--- config.mk ---
export PLATFORM = sky130hd
export DESIGN_NAME = decimating_fir_edge_clamp_unit_flat
export DESIGN_NICKNAME = d
export VERILOG_FILES = /design/src/dfec_pkg.sv /design/src/dfec_if.sv /design/src/decimating_fir_edge_clamp_unit.sv /design/src/dfec_ctrl.sv /design/src/dfec_dpath.sv /design/src/flat_wrapper.sv
export SDC_FILE = /design/constraint.sdc
export NUM_CORES = 2
export LEC_CHECK = 0
export BUFFER_PORTS_ARGS = -buffer_cell sky130_fd_sc_hd__clkbuf_2
export CORE_MARGIN = 3
export CORE_UTILIZATION = 58
export DETAILED_ROUTE_END_ITERATION = 8
export GPL_TIMING_DRIVEN = 0
export PLACE_DENSITY = 0.78
export SETUP_SLACK_MARGIN = 0.02
export SKIP_LAST_GASP = 1
export SYNTH_ARGS = -nofsm -noshare
export SYNTH_HDL_FRONTEND = slang
export SYNTH_SLANG_ARGS = --single-unit
--- constraint.sdc ---
create_clock -name clk -period 8.4 [get_ports clk]
set_input_delay 1.26 -clock clk [delete_from_list [all_inputs] [get_ports clk]]
set_output_delay 1.26 -clock clk [all_outputs]
set_load 0.01 [all_outputs]
--- src/dfec_pkg.sv ---
`default_nettype none
// ----------------------------------------------------------------------------
// dfec_pkg: shared definitions for the decimating FIR with edge clamping
// Widths, register indexes, controller states and the command and status
// bundles that pass between the controller and the datapath.
// ----------------------------------------------------------------------------
package dfec_pkg;

	localparam int SAMPLE_W       = 16;
	localparam int COEF_W         = 16;
	localparam int COEF_FRAC_BITS = 14;
	localparam int MAX_TAPS       = 16;
	localparam int MAX_DECIMATION = 16;
	localparam int COEF_WORDS     = 4;
	localparam int COEF_WORD_W    = 64;
	localparam int COEFS_PER_WORD = COEF_WORD_W / COEF_W;

	localparam int CFG_W       = 5;
	localparam int CFG_IDX_W   = 3;
	localparam int TAP_W       = $clog2(MAX_TAPS);
	localparam int PHASE_W     = $clog2(MAX_DECIMATION);
	localparam int LOOK_W      = $clog2(MAX_TAPS / 2);
	localparam int WARM_W      = 5;
	localparam int PROD_W      = SAMPLE_W + COEF_W;
	localparam int ACC_W       = PROD_W + TAP_W;

	localparam logic [WARM_W-1:0] WARM_MAX = {WARM_W{1'b1}};
	localparam logic signed [SAMPLE_W-1:0] SAT_MAX = {1'b0, {(SAMPLE_W-1){1'b1}}};
	localparam logic signed [SAMPLE_W-1:0] SAT_MIN = {1'b1, {(SAMPLE_W-1){1'b0}}};

	typedef enum logic [CFG_IDX_W-1:0] {
		CFG_NUM_TAPS   = 3'd0,
		CFG_DECIMATION = 3'd1,
		CFG_COEF_A     = 3'd2,
		CFG_COEF_B     = 3'd3,
		CFG_COEF_C     = 3'd4,
		CFG_COEF_D     = 3'd5
	} cfg_idx_t;

	typedef enum logic [2:0] {
		ST_IDLE,
		ST_CHECK,
		ST_FLUSH,
		ST_MAC,
		ST_DRAIN,
		ST_STORE,
		ST_FINISH
	} state_t;

	typedef struct packed {
		logic load;
		logic adv;
		logic mac_start;
		logic use_flush;
		logic mac_issue;
		logic k_dec;
		logic store;
		logic finish;
	} cmd_t;

	typedef struct packed {
		logic ge_look;
		logic center_hit;
		logic k_zero;
		logic t_last;
		logic hold_valid;
		logic slot_free;
		logic is_last;
	} sts_t;

endpackage
`default_nettype wire

--- src/dfec_if.sv ---
`default_nettype none
// ----------------------------------------------------------------------------
// dfec_if: channel interfaces
// Sample input, result output and configuration write channels, each with
// valid and ready.
// ----------------------------------------------------------------------------
interface dfec_in_if;
	logic                                 valid;
	logic                                 ready;
	logic signed [dfec_pkg::SAMPLE_W-1:0] sample;
	logic                                 is_last;

	modport source(output valid, sample, is_last, input ready);
	modport sink(input valid, sample, is_last, output ready);
endinterface

interface dfec_out_if;
	logic                                 valid;
	logic                                 ready;
	logic signed [dfec_pkg::SAMPLE_W-1:0] filtered;
	logic                                 clipped;
	logic                                 run_last;
	logic                                 stream_end;

	modport source(output valid, filtered, clipped, run_last, stream_end, input ready);
	modport sink(input valid, filtered, clipped, run_last, stream_end, output ready);
endinterface

interface dfec_cfg_if;
	logic                                valid;
	logic                                ready;
	logic [dfec_pkg::CFG_IDX_W-1:0]      index;
	logic [dfec_pkg::COEF_WORD_W-1:0]    data;

	modport source(output valid, index, data, input ready);
	modport sink(input valid, index, data, output ready);
endinterface
`default_nettype wire

--- src/decimating_fir_edge_clamp_unit.sv ---
`default_nettype none
// ----------------------------------------------------------------------------
// decimating_fir_edge_clamp_unit: decimating FIR filter with edge clamping
// Filters a stream of signed 16-bit samples with up to 16 Q2.14 taps and
// emits one saturated result per decimation period, flushing on the last
// sample of a stream.
//
//   channel  role    payload                                       
//   din      sink    sample, is_last                               
//   dout     source  filtered, clipped, run_last, stream_end       
//   cfg      sink    index, data (register write, always ready)    
//
// One shared multiplier evaluates the taps, one per cycle. Reset is
// asynchronous, active low, and needs no clearing pass. A stalled output
// only blocks the second result, so one new sample is taken while a
// result waits.
// ----------------------------------------------------------------------------
module decimating_fir_edge_clamp_unit (
	input  wire logic  clk,
	input  wire logic  arst_n,
	dfec_in_if.sink    din,
	dfec_out_if.source dout,
	dfec_cfg_if.sink   cfg
);

	dfec_pkg::cmd_t cmd;
	dfec_pkg::sts_t sts;
	logic           in_ready;

	assign din.ready = in_ready;

	dfec_ctrl u_ctrl (
		.clk      (clk),
		.arst_n   (arst_n),
		.in_valid (din.valid),
		.in_ready (in_ready),
		.cmd      (cmd),
		.sts      (sts)
	);

	dfec_dpath u_dpath (
		.clk        (clk),
		.arst_n     (arst_n),
		.cmd        (cmd),
		.sts        (sts),
		.in_sample  (din.sample),
		.in_is_last (din.is_last),
		.cfg        (cfg),
		.dout       (dout)
	);

endmodule
`default_nettype wire

--- src/dfec_ctrl.sv ---
`default_nettype none
// ----------------------------------------------------------------------------
// dfec_ctrl: sequencing controller
// Walks one input item through the centre checks, the flush indexes, the
// shared multiply-accumulate and the hand-off of results to the output.
// ----------------------------------------------------------------------------
module dfec_ctrl (
	input  wire logic           clk,
	input  wire logic           arst_n,
	input  wire logic           in_valid,
	output logic                in_ready,
	output dfec_pkg::cmd_t      cmd,
	input  wire dfec_pkg::sts_t sts
);

	dfec_pkg::state_t state_q;
	dfec_pkg::state_t state_nxt;

	always_ff @(posedge clk or negedge arst_n) begin
		if (!arst_n) begin
			state_q <= dfec_pkg::ST_IDLE;
		end else begin
			state_q <= state_nxt;
		end
	end

	always_comb begin
		state_nxt = state_q;
		case (state_q)
			dfec_pkg::ST_IDLE: begin
				if (in_valid) state_nxt = dfec_pkg::ST_CHECK;
			end
			dfec_pkg::ST_CHECK: begin
				if (sts.ge_look && sts.center_hit) begin
					state_nxt = dfec_pkg::ST_MAC;
				end else if (sts.is_last) begin
					state_nxt = dfec_pkg::ST_FLUSH;
				end else begin
					state_nxt = dfec_pkg::ST_FINISH;
				end
			end
			dfec_pkg::ST_FLUSH: begin
				if (sts.k_zero) begin
					state_nxt = dfec_pkg::ST_FINISH;
				end else if (sts.center_hit) begin
					state_nxt = dfec_pkg::ST_MAC;
				end
			end
			dfec_pkg::ST_MAC: begin
				if (sts.t_last) state_nxt = dfec_pkg::ST_DRAIN;
			end
			dfec_pkg::ST_DRAIN: begin
				state_nxt = dfec_pkg::ST_STORE;
			end
			dfec_pkg::ST_STORE: begin
				if (sts.slot_free) begin
					state_nxt = sts.is_last ? dfec_pkg::ST_FLUSH : dfec_pkg::ST_FINISH;
				end
			end
			dfec_pkg::ST_FINISH: begin
				if (sts.slot_free) state_nxt = dfec_pkg::ST_IDLE;
			end
			default: begin
				state_nxt = dfec_pkg::ST_IDLE;
			end
		endcase
	end

	always_comb begin
		cmd      = '0;
		in_ready = 1'b0;
		case (state_q)
			dfec_pkg::ST_IDLE: begin
				in_ready = 1'b1;
				cmd.load = in_valid;
			end
			dfec_pkg::ST_CHECK: begin
				if (sts.ge_look) begin
					cmd.adv       = 1'b1;
					cmd.mac_start = sts.center_hit;
				end
			end
			dfec_pkg::ST_FLUSH: begin
				if (!sts.k_zero) begin
					cmd.adv       = 1'b1;
					cmd.k_dec     = 1'b1;
					cmd.use_flush = 1'b1;
					cmd.mac_start = sts.center_hit;
				end
			end
			dfec_pkg::ST_MAC: begin
				cmd.mac_issue = 1'b1;
			end
			dfec_pkg::ST_STORE: begin
				cmd.store = 1'b1;
			end
			dfec_pkg::ST_FINISH: begin
				cmd.finish = 1'b1;
			end
			default: begin
				cmd = '0;
			end
		endcase
	end

`ifndef ASSERT_OFF
	a_accept_starts: assert property (@(posedge clk) disable iff (!arst_n)
		(in_valid && in_ready) |=> (state_q == dfec_pkg::ST_CHECK))
		else $error("accepted sample did not start the centre check");

	a_drain_after_mac: assert property (@(posedge clk) disable iff (!arst_n)
		(state_q == dfec_pkg::ST_DRAIN) |-> ($past(state_q) == dfec_pkg::ST_MAC))
		else $error("drain cycle without a preceding multiply-accumulate");

	a_store_after_drain: assert property (@(posedge clk) disable iff (!arst_n)
		(state_q == dfec_pkg::ST_STORE) |->
		($past(state_q) == dfec_pkg::ST_DRAIN || $past(state_q) == dfec_pkg::ST_STORE))
		else $error("result stored without a finished accumulation");

	a_finish_waits: assert property (@(posedge clk) disable iff (!arst_n)
		(state_q == dfec_pkg::ST_FINISH && !sts.slot_free) |=>
		(state_q == dfec_pkg::ST_FINISH))
		else $error("finished an item while its last result was still held");
`endif

endmodule
`default_nettype wire

--- src/dfec_dpath.sv ---
`default_nettype none
// ----------------------------------------------------------------------------
// dfec_dpath: filter datapath
// Configuration registers, sample history, centre tracking, one shared
// multiplier with accumulator, result hold register and output register.
// ----------------------------------------------------------------------------
module dfec_dpath (
	input  wire logic                                 clk,
	input  wire logic                                 arst_n,
	input  wire dfec_pkg::cmd_t                       cmd,
	output dfec_pkg::sts_t                            sts,
	input  wire logic signed [dfec_pkg::SAMPLE_W-1:0] in_sample,
	input  wire logic                                 in_is_last,
	dfec_cfg_if.sink                                  cfg,
	dfec_out_if.source                                dout
);

	localparam int SW = dfec_pkg::SAMPLE_W;
	localparam int TW = dfec_pkg::TAP_W;
	localparam int CW = dfec_pkg::CFG_W;
	localparam int LW = dfec_pkg::LOOK_W;
	localparam int PW = dfec_pkg::PHASE_W;
	localparam int WW = dfec_pkg::WARM_W;
	localparam int AW = dfec_pkg::ACC_W;
	localparam int FB = dfec_pkg::COEF_FRAC_BITS;

	// Configuration registers.
	logic [CW-1:0]                       num_taps_q;
	logic [CW-1:0]                       decimation_q;
	logic [dfec_pkg::COEF_WORD_W-1:0]    coef_q [dfec_pkg::COEF_WORDS];

	// Stream state.
	logic signed [SW-1:0] hist_q [dfec_pkg::MAX_TAPS];
	logic [WW-1:0]        warmup_q;
	logic [PW-1:0]        phase_q;
	logic                 started_q;
	logic                 ge_look_q;
	logic [LW-1:0]        k_q;
	logic                 is_last_q;

	// Multiply-accumulate.
	logic [LW-1:0]                    back_q;
	logic [TW-1:0]                    t_q;
	logic signed [dfec_pkg::PROD_W-1:0] prod_s1;
	logic                             prod_v_s1;
	logic signed [AW-1:0]             acc_q;

	// Held result and output register.
	logic signed [SW-1:0] hold_filt_q;
	logic                 hold_clip_q;
	logic                 hold_v_q;
	logic signed [SW-1:0] out_filt_q;
	logic                 out_clip_q;
	logic                 out_run_last_q;
	logic                 out_end_q;
	logic                 out_v_q;

	logic [CW-1:0]   taps_eff;
	logic [CW-1:0]   half_taps;
	logic [CW-1:0]   look_full;
	logic [LW-1:0]   look;
	logic [CW-1:0]   dec_eff;
	logic [CW-1:0]   half_dec;
	logic            center_hit;
	logic [PW:0]     phase_inc;
	logic [WW:0]     warm_inc;
	logic [LW-1:0]   k_init;
	logic [TW:0]     pos;
	logic [TW:0]     diff;
	logic [TW-1:0]   bidx;
	logic [dfec_pkg::COEF_WORD_W-1:0] coef_word;
	logic signed [dfec_pkg::COEF_W-1:0] coef_sel;
	logic signed [AW-1:0] q_floor;
	logic signed [AW-1:0] q_tz;
	logic            round_up;
	logic            in_range;
	logic signed [SW-1:0] res_filt;
	logic            res_clip;
	logic            can_move;
	logic            slot_free;
	logic            move_store;
	logic            move_finish;

	// Effective tap count, look-ahead and decimation.
	always_comb begin
		if (num_taps_q == '0) begin
			taps_eff = CW'(1);
		end else if (num_taps_q > CW'(dfec_pkg::MAX_TAPS)) begin
			taps_eff = CW'(dfec_pkg::MAX_TAPS);
		end else begin
			taps_eff = num_taps_q;
		end
		if (decimation_q == '0) begin
			dec_eff = CW'(1);
		end else if (decimation_q > CW'(dfec_pkg::MAX_DECIMATION)) begin
			dec_eff = CW'(dfec_pkg::MAX_DECIMATION);
		end else begin
			dec_eff = decimation_q;
		end
		half_taps = taps_eff >> 1;
		look_full = taps_eff - CW'(1) - half_taps;
		look      = look_full[LW-1:0];
		half_dec  = dec_eff >> 1;
	end

	// Before the first centre the phase counts up to decimation/2; after it,
	// the phase runs modulo the decimation and zero marks a centre.
	assign center_hit = started_q ? (phase_q == '0) : (CW'(phase_q) >= half_dec);
	assign phase_inc  = {1'b0, phase_q} + (PW+1)'(1);

	// Number of flush indexes still owed when this sample is the last one.
	assign warm_inc = {1'b0, warmup_q} + (WW+1)'(1);
	assign k_init   = (warm_inc < (WW+1)'(look)) ? warm_inc[LW-1:0] : look;

	// History index for tap t, clamped to the stored range.
	always_comb begin
		pos  = (TW+1)'(back_q) + (TW+1)'(half_taps);
		diff = pos - {1'b0, t_q};
		if (pos < {1'b0, t_q}) begin
			bidx = '0;
		end else if (diff > (TW+1)'(dfec_pkg::MAX_TAPS - 1)) begin
			bidx = TW'(dfec_pkg::MAX_TAPS - 1);
		end else begin
			bidx = diff[TW-1:0];
		end
	end

	assign coef_word = coef_q[t_q[TW-1:2]];
	assign coef_sel  = coef_word[{t_q[1:0], 4'b0000} +: dfec_pkg::COEF_W];

	// Scale down with truncation toward zero, then saturate.
	always_comb begin
		q_floor  = acc_q >>> FB;
		round_up = acc_q[AW-1] && (|acc_q[FB-1:0]);
		q_tz     = q_floor + {{(AW-1){1'b0}}, round_up};
		in_range = (&q_tz[AW-1:SW-1]) || !(|q_tz[AW-1:SW-1]);
		res_clip = !in_range;
		if (in_range) begin
			res_filt = q_tz[SW-1:0];
		end else if (q_tz[AW-1]) begin
			res_filt = dfec_pkg::SAT_MIN;
		end else begin
			res_filt = dfec_pkg::SAT_MAX;
		end
	end

	assign can_move    = !out_v_q || dout.ready;
	assign slot_free   = !hold_v_q || can_move;
	assign move_store  = cmd.store && hold_v_q && can_move;
	assign move_finish = cmd.finish && hold_v_q && can_move;

	// Configuration port.
	assign cfg.ready = 1'b1;

	always_ff @(posedge clk or negedge arst_n) begin
		if (!arst_n) begin
			num_taps_q   <= CW'(1);
			decimation_q <= CW'(1);
			for (int i = 0; i < dfec_pkg::COEF_WORDS; i++) begin
				coef_q[i] <= '0;
			end
		end else if (cfg.valid) begin
			case (cfg.index)
				dfec_pkg::CFG_NUM_TAPS:   num_taps_q   <= cfg.data[CW-1:0];
				dfec_pkg::CFG_DECIMATION: decimation_q <= cfg.data[CW-1:0];
				dfec_pkg::CFG_COEF_A:     coef_q[0]    <= cfg.data;
				dfec_pkg::CFG_COEF_B:     coef_q[1]    <= cfg.data;
				dfec_pkg::CFG_COEF_C:     coef_q[2]    <= cfg.data;
				dfec_pkg::CFG_COEF_D:     coef_q[3]    <= cfg.data;
				default: begin
				end
			endcase
		end
	end

	// Sample history; the first sample of a stream fills every entry.
	always_ff @(posedge clk) begin
		if (cmd.load) begin
			if (warmup_q == '0) begin
				for (int i = 0; i < dfec_pkg::MAX_TAPS; i++) begin
					hist_q[i] <= in_sample;
				end
			end else begin
				for (int i = dfec_pkg::MAX_TAPS - 1; i > 0; i--) begin
					hist_q[i] <= hist_q[i-1];
				end
				hist_q[0] <= in_sample;
			end
		end
	end

	// Stream control state.
	always_ff @(posedge clk or negedge arst_n) begin
		if (!arst_n) begin
			warmup_q  <= '0;
			phase_q   <= '0;
			started_q <= 1'b0;
			ge_look_q <= 1'b0;
			k_q       <= '0;
			is_last_q <= 1'b0;
		end else begin
			if (cmd.load) begin
				if (warmup_q != dfec_pkg::WARM_MAX) warmup_q <= warmup_q + WW'(1);
				ge_look_q <= (warmup_q >= WW'(look));
				k_q       <= k_init;
				is_last_q <= in_is_last;
			end
			if (cmd.k_dec) k_q <= k_q - LW'(1);
			if (cmd.adv) begin
				if (!started_q) begin
					if (center_hit) begin
						started_q <= 1'b1;
						phase_q   <= (dec_eff > CW'(1)) ? PW'(1) : '0;
					end else begin
						phase_q <= phase_inc[PW-1:0];
					end
				end else if (CW'(phase_inc) >= dec_eff) begin
					phase_q <= '0;
				end else begin
					phase_q <= phase_inc[PW-1:0];
				end
			end
			// A flushed stream returns to its reset state.
			if (cmd.finish && slot_free && is_last_q) begin
				warmup_q  <= '0;
				phase_q   <= '0;
				started_q <= 1'b0;
			end
		end
	end

	// Shared multiplier with a registered product ahead of the accumulator.
	always_ff @(posedge clk or negedge arst_n) begin
		if (!arst_n) begin
			prod_v_s1 <= 1'b0;
			t_q       <= '0;
		end else begin
			prod_v_s1 <= cmd.mac_issue;
			if (cmd.mac_start) begin
				t_q <= '0;
			end else if (cmd.mac_issue) begin
				t_q <= t_q + TW'(1);
			end
		end
	end

	always_ff @(posedge clk) begin
		if (cmd.mac_start) begin
			back_q <= cmd.use_flush ? (k_q - LW'(1)) : look;
		end
		if (cmd.mac_issue) begin
			prod_s1 <= hist_q[bidx] * coef_sel;
		end
		if (cmd.mac_start) begin
			acc_q <= '0;
		end else if (prod_v_s1) begin
			acc_q <= acc_q + AW'(prod_s1);
		end
	end

	// A result waits in the hold register until it is known whether another
	// result of the same sample follows it.
	always_ff @(posedge clk or negedge arst_n) begin
		if (!arst_n) begin
			hold_v_q <= 1'b0;
			out_v_q  <= 1'b0;
		end else begin
			if (cmd.store && slot_free) begin
				hold_v_q <= 1'b1;
			end else if (move_finish) begin
				hold_v_q <= 1'b0;
			end
			if (move_store || move_finish) begin
				out_v_q <= 1'b1;
			end else if (dout.ready) begin
				out_v_q <= 1'b0;
			end
		end
	end

	always_ff @(posedge clk) begin
		if (cmd.store && slot_free) begin
			hold_filt_q <= res_filt;
			hold_clip_q <= res_clip;
		end
		if (move_store || move_finish) begin
			out_filt_q     <= hold_filt_q;
			out_clip_q     <= hold_clip_q;
			out_run_last_q <= move_finish;
			out_end_q      <= move_finish && is_last_q;
		end
	end

	assign dout.valid      = out_v_q;
	assign dout.filtered   = out_filt_q;
	assign dout.clipped    = out_clip_q;
	assign dout.run_last   = out_run_last_q;
	assign dout.stream_end = out_end_q;

	always_comb begin
		sts.ge_look    = ge_look_q;
		sts.center_hit = center_hit;
		sts.k_zero     = (k_q == '0);
		sts.t_last     = (t_q == TW'(taps_eff - CW'(1)));
		sts.hold_valid = hold_v_q;
		sts.slot_free  = slot_free;
		sts.is_last    = is_last_q;
	end

endmodule
`default_nettype wire
--- src/flat_wrapper.sv ---
// flat-port wrapper written by rule: the top's interface ports become plain ports
module decimating_fir_edge_clamp_unit_flat 
  (clk, arst_n, din_valid, din_sample, din_is_last, din_ready, dout_valid, dout_filtered, dout_clipped, dout_run_last, dout_stream_end, dout_ready, cfg_valid, cfg_index, cfg_data, cfg_ready);
  dfec_in_if din_i ();
  dfec_out_if dout_i ();
  dfec_cfg_if cfg_i ();
  input  wire logic clk;
  input  wire logic arst_n;
  input wire logic [$bits(din_i.valid)-1:0] din_valid;
  input wire logic [$bits(din_i.sample)-1:0] din_sample;
  input wire logic [$bits(din_i.is_last)-1:0] din_is_last;
  output wire logic [$bits(din_i.ready)-1:0] din_ready;
  output wire logic [$bits(dout_i.valid)-1:0] dout_valid;
  output wire logic [$bits(dout_i.filtered)-1:0] dout_filtered;
  output wire logic [$bits(dout_i.clipped)-1:0] dout_clipped;
  output wire logic [$bits(dout_i.run_last)-1:0] dout_run_last;
  output wire logic [$bits(dout_i.stream_end)-1:0] dout_stream_end;
  input wire logic [$bits(dout_i.ready)-1:0] dout_ready;
  input wire logic [$bits(cfg_i.valid)-1:0] cfg_valid;
  input wire logic [$bits(cfg_i.index)-1:0] cfg_index;
  input wire logic [$bits(cfg_i.data)-1:0] cfg_data;
  output wire logic [$bits(cfg_i.ready)-1:0] cfg_ready;
  assign din_i.valid = din_valid;
  assign din_i.sample = din_sample;
  assign din_i.is_last = din_is_last;
  assign din_ready = din_i.ready;
  assign dout_valid = dout_i.valid;
  assign dout_filtered = dout_i.filtered;
  assign dout_clipped = dout_i.clipped;
  assign dout_run_last = dout_i.run_last;
  assign dout_stream_end = dout_i.stream_end;
  assign dout_i.ready = dout_ready;
  assign cfg_i.valid = cfg_valid;
  assign cfg_i.index = cfg_index;
  assign cfg_i.data = cfg_data;
  assign cfg_ready = cfg_i.ready;
  decimating_fir_edge_clamp_unit u_core (.clk(clk), .arst_n(arst_n), .din(din_i), .dout(dout_i), .cfg(cfg_i));
endmodule
Word level (Yosys, flattened, before mapping)
Memories as Yosys holds them, arrays and structs flattened.
Index checks and enable logic that the tools add are counted.
{ "totals": {"output_inout_bits": 22, "ramBits": 256, "n_memories": 1, "ff_bits": 398, "input_bits": 89} }
{ "classes": {"muxes": 77, "multipliers": 1, "n_reduce_logical": 43, "n_eq_ne": 18, "add_sub_neg": 11, "n_bitwise": 17, "n_shift": 1, "n_lt_le_gt_ge": 10} }
{ "mem_list": {"columns": ["memory", "depth", "word_bits", "read_ports", "rd_clocked_by_memory_dff", "write_ports", "line", "text"], "rows": [
  ["u_core.u_dpath.hist_q", 16, 16, 16, 0, 16, "dfec_dpath.sv:33", "logic signed [SW-1:0] hist_q [dfec_pkg::MAX_TAPS];"]
]} }
{ "op_table": {"columns": ["op", "count"], "rows": [
  ["$mux 16", 18],
  ["$bmux 64 s2", 1],
  ["$mux 64", 2],
  ["$shiftx 64x7->16", 1],
  ["$mux 3", 13],
  ["$add 36x32->36", 1],
  ["$mux 4", 9],
  ["$mux 5", 7],
  ["$mul 16x16->32", 1],
  ["$mux 1", 24],
  ["$add 22x2->23", 1],
  ["$pmux 3 s7", 1],
  ["$reduce_and 21->1", 1],
  ["$reduce_or 21->1", 1],
  ["$or 1x1->1", 16],
  ["$eq 3x3->1 const B", 5],
  ["$logic_not 5->1", 3],
  ["$reduce_and 2->1", 7],
  ["$reduce_bool 2->1", 7],
  ["$reduce_or 14->1", 1],
  ["$eq 3x2->1 const B", 4],
  ["$gt 5x5->1 const B", 2],
  ["$logic_and 1x1->1", 10],
  ["$logic_not 3->1", 3],
  ["other kinds (30)", 39]
]} }

Logic depth before layout (Yosys ltp)
An unclocked memory read counts as a cell.
{ "depth": {"ltp_word": 10, "ltp_mapped": 41} }

Hierarchy
Synthesis repeated with hierarchy kept, for this count alone.
{ "unflattened": {"cells_unflattened": 3469, "hier_area_um2": 42680.9} }
{ "by_module_without_submodules": {"columns": ["module", "n_inst", "cells_each", "area_per_inst_um2"], "rows": [
  ["dfec_dpath", 1, 3423, 42300.6],
  ["dfec_ctrl", 1, 46, 380.4]
]} }

Worst setup path after synthesis
No wires, ideal clock.
{ "synth_path": {"path_type": "reg2reg", "start": "reg u_core.u_dpath.num_taps_q[4]", "end": "reg u_core.u_dpath.prod_s1[30] (netlist bit) (data pin)", "setup_slack_ps": -806, "setup_time_ps": 258, "t_arrival_ps": 8948, "required_ps": 8142, "n_path_buf": 2, "stages_incl_launch_ff": 34, "cell_sequence": "dfrtp_1 buf_2 nand2b_1 inv_1 ha_1 fa_1 inv_1 fa_1 nor2b_4 o21ai_4 a21o_4 a32o_2 buf_6 mux2_1 nor2_1 o22a_2 mux2_4 nor2_1 fa_1 fa_1 fa_1 fa_1 fa_1 inv_1 fa_1 inv_1 ha_1 a211o_1 a21oi_1 o21ai_0 or4_1 a31o_2 a21oi_1 xnor2_1"} }
{ "synth_via": {"elab_chain_cells": 10, "word_cells_on_any_way": 12, "classes_between": "add/sub (2); mul (1); order compare (3); mux (4); reduce/logical (1); memory (1)"} }
{ "synth_lines": {"columns": ["element", "line", "text"], "rows": [
  ["start: declaration", "dfec_dpath.sv:28", "logic [CW-1:0] num_taps_q;"],
  ["start signal: assignment", "dfec_dpath.sv:164", "dfec_pkg::CFG_NUM_TAPS: num_taps_q <= cfg.data[CW-1:0];"],
  ["$gt 5x5->1", "dfec_dpath.sv:88", "end else if (num_taps_q > CW'(dfec_pkg::MAX_TAPS)) begin"],
  ["$mux 5", "dfec_dpath.sv:88", null],
  ["$mux 5 (*)", "dfec_dpath.sv:86", "if (num_taps_q == '0) begin"],
  ["$add 3x4->5 (*)", "dfec_dpath.sv:117", "pos = (TW+1)'(back_q) + (TW+1)'(half_taps);"],
  ["$sub 5x4->5", "dfec_dpath.sv:118", "diff = pos - {1'b0, t_q};"],
  ["$gt 5x4->1", "dfec_dpath.sv:121", "end else if (diff > (TW+1)'(dfec_pkg::MAX_TAPS - 1)) begin"],
  ["$mux 4", "dfec_dpath.sv:121", null],
  ["$mux 4 (*)", "dfec_dpath.sv:119", "if (pos < {1'b0, t_q}) begin"],
  ["$mem_v2 16x16 (*)", null, null],
  ["$mul 16x16->32 (*)", "dfec_dpath.sv:252", "prod_s1 <= hist_q[bidx] * coef_sel;"],
  ["end signal: assignment", "dfec_dpath.sv:252", null],
  ["end: declaration", "dfec_dpath.sv:44", "logic signed [dfec_pkg::PROD_W-1:0] prod_s1;"]
]} }
Every way passes the cells marked *; elsewhere a longest branch is shown, timed or not.
A chain may end at the register's enable or synchronous reset.

Worst setup path in the final report
Same ends and word-level chain as after synthesis.

==> metrics.txt <==
Post-synth EDFFs=327; flops & latches, synth=654; Finished Layout Cells=~4800; Synth Flop Type=edfxtp_1; area delta synth->final=16.33%; TNS Setup=-10610 ps; max-slew headroom at the worst pin=-2.894%; first-pass GRT wire length=182.0 mm; core area=71980 um2; Worst EP required=about 9000 ps; Port Buffers=108; Root Driver=clkbuf_16; GR Overflow Total=0; Async SR Flop Fraction=44.50%; Post-Synthesis Cells=around 3500; Max-Cap Viols=1; worst-skew pair later-pin latency=around 630 ps; share of post-route cells with drive strength above 1=roughly 27%; Slew @ Worst Pin=about 1500 ps; die width=between 200 and 300 um; area of the mapped netlist=42480 um2; GPL Wtd Cong=around 0.98; CP Max Fanout=10; worst hold slack=404.7 ps; # setup viols final=19; crit path buf inv count=11; Final Hold Viols=0; CTS clock-pin slew for the worst setup and hold paths=70 ps; Mapped Nets=a little under 4000; via-per-instance ratio=between 6 and 7; crit path DAT=a little under 10000 ps; Tcrit/Tclk final=111.9%; initial core utilization=59.01%; vias in the first global route=between 30000 and 40000; DP Wirelength=a little over 80 mm; gr usage total=30.37%; max-slew violation count=7; FMAX=106.4 MHz; Synth cell types=97; chip height=between 200 and 300 um; ANT nets after route=0; CTS tree=done; Row Count=98; delay-heaviest family, CP=adder cells; failing checks=max-capacitance violations, max-slew violations, negative setup slack; unrepaired setup endpoints after global routing=yes; Iteration-0 DRC Markers=roughly 3500; most frequent cells in the layout=edfxtp_1, inv_1, dfrtp_1; Worst Setup Start Kind=register; CTS Buffer Depth=3; num ports=111; area of the die=around 77000 um2; mean post-synth cell area=12.23 um2; clk sinks=654; CP Capture Type=register; Avg WL per Cell=between 20 and 25 um; antenna violations before repair=8; via count=between 30000 and 40000; final wirelength=roughly 120 mm; Post-layout nets=~4300; Seq/Total Area, Yosys=approximately two fifths; CTS Hold Buffers Added=0; Crit-path slowest cell=fa_1; drt drc=0; largest stage delay on the critical path=just over 600 ps; dpl cells=about 4500; CTS H-tree lvls=3; most common cell after layout, fill and taps aside=edfxtp_1; Tmin final=9403 ps; Worst Skew=roughly 44 ps; warning count from the yosys run=0; HP Class=register to register; pin count of the biggest net entering global routing=between 90 and 100; Crit path top cell by count=fa_1; crit path kind=register to register; status=complete, but fails checks; TritonRoute pass-1 iters=9; Final WS setup=-1003 ps; CTS buffer count=70
## area by class of cell
type	instances	area, um2
clock inverter	34	354.1
fill	4847	22560
sequential	654	17820
timing repair buffer	236	1869
clock buffer	92	1934
multi-input combinational	2289	23650
buffer	208	1359
tap	950	1189
inverter	323	1222
antenna	6	15.01
## what timing repair did
item,CTS,global route
buffers inserted,93,23
pin swaps,50,28
gates resized for setup,173,98
gates cloned,2,0
endpoints found under the setup margin,23,23
## sequential cells by signal (all words and copies together), names as in the netlist, 3 cells and up
signal,count
u_core.u_dpath.k_q,3
u_core.u_dpath.warmup_q,5
u_core.u_dpath.dout.filtered,16
u_core.u_dpath.acc_q,36
u_core.u_dpath.coef_q,256
u_core.u_dpath.back_q,3
u_core.u_ctrl.state_q,3
u_core.u_dpath.hold_filt_q,16
u_core.u_dpath.t_q,4
u_core.u_dpath.prod_s1,32
u_core.u_dpath.phase_q,4
u_core.u_dpath.num_taps_q,5
u_core.u_dpath.decimation_q,5
u_core.u_dpath.hist_q,256
## final timing paths
kind                                                      from                               end  slack [ps]  depth (start not counted)
worst max-delay path              u_core.u_dpath.num_taps_q[4]        u_core.u_dpath.prod_s1[30]       -1000                         40
worst min-delay path            u_core.u_dpath.hold_filt_q[13]  u_core.u_dpath.dout.filtered[13]         400                          0
worst max register to register    u_core.u_dpath.num_taps_q[4]        u_core.u_dpath.prod_s1[30]       -1000                         40
worst min register to register  u_core.u_dpath.hold_filt_q[13]  u_core.u_dpath.dout.filtered[13]         400                          0
max in group asynchronous                               arst_n         u_core.u_dpath.phase_q[2]        6590                          3
min in group asynchronous                               arst_n        u_core.u_dpath.coef_q[217]         560                          1
## per-stage QoR
step           area [um2]  utilization (%)  setup WS [ps]
2_1_floorplan       42790                -         -234.9
6_report            49410            68.65          -1003
3_3_place_gp        44520            61.85          -1786
3_5_place_dp        44730            62.14          -1866
4_1_cts             48770            67.76         -861.7
5_1_grt             49400            68.64          -1215
## cells by family after synthesis
group           Yosys count  share of synthesized area [%]
compound gates          850                          14.69
flops                   654                          41.96
buf+inv                 531                          5.523
simple gates            501                          5.838
mux                     425                          13.01
fa+ha+maj               417                          17.00
xor+xnor                 95                          1.959
other cells               1                       0.008829
## Yosys cell counts, types with 7 or more instances
cell type	number	area [um2]
edfxtp_1	327	9819
inv_1	321	1205
dfrtp_1	289	7232
a21o_1	267	2004
fa_1	267	5345
mux2_2	266	2995
nand2_1	152	570.6
ha_1	150	1877
o22ai_1	125	782.0
nor2_1	117	439.2
clkbuf_1	110	412.9
a21oi_1	99	495.5
o22a_1	91	797.0
mux2i_1	81	810.8
mux4_2	74	1667
o221ai_1	64	560.5
xnor2_1	61	534.3
o21ai_0	57	285.3
buf_2	45	225.2
nor2b_1	44	275.3
nand3_1	43	215.2
dfxtp_1	36	720.7
xor2_1	34	297.8
buf_6	30	337.8
nand2b_1	28	175.2
nor3_1	26	130.1
a21oi_2	23	201.4
a22o_1	16	140.1
and2_1	13	81.33
buf_4	13	97.59
and3_1	12	75.07
a211oi_1	11	82.58
o21a_1	11	82.58
nand4_1	10	62.56
o21bai_1	9	67.56
or2_2	9	56.30
buf_1	8	30.03
nor4_1	8	50.05
a31oi_1	7	43.79
and4_1	7	61.31
o211ai_1	7	52.55
## metal layers
layer | routed length [um] | vias to the layer above | share of wire (%) | global-route usage, %
met3 | 11570 | 440 | 9.8 | 7.115
met1 | 45420 | 15490 | 39 | 40.05
met2 | 54800 | 1685 | 46 | 48.45
met4 | 6122 | 6 | 5.2 | 13.35
li1 | - | 13260 | - | -
met5 | 39 | - | 0.033 | 0
Power is left out: the tool's default activity adds up to more than one toggle a clock period on the data nets, which glitch-free logic cannot reach.
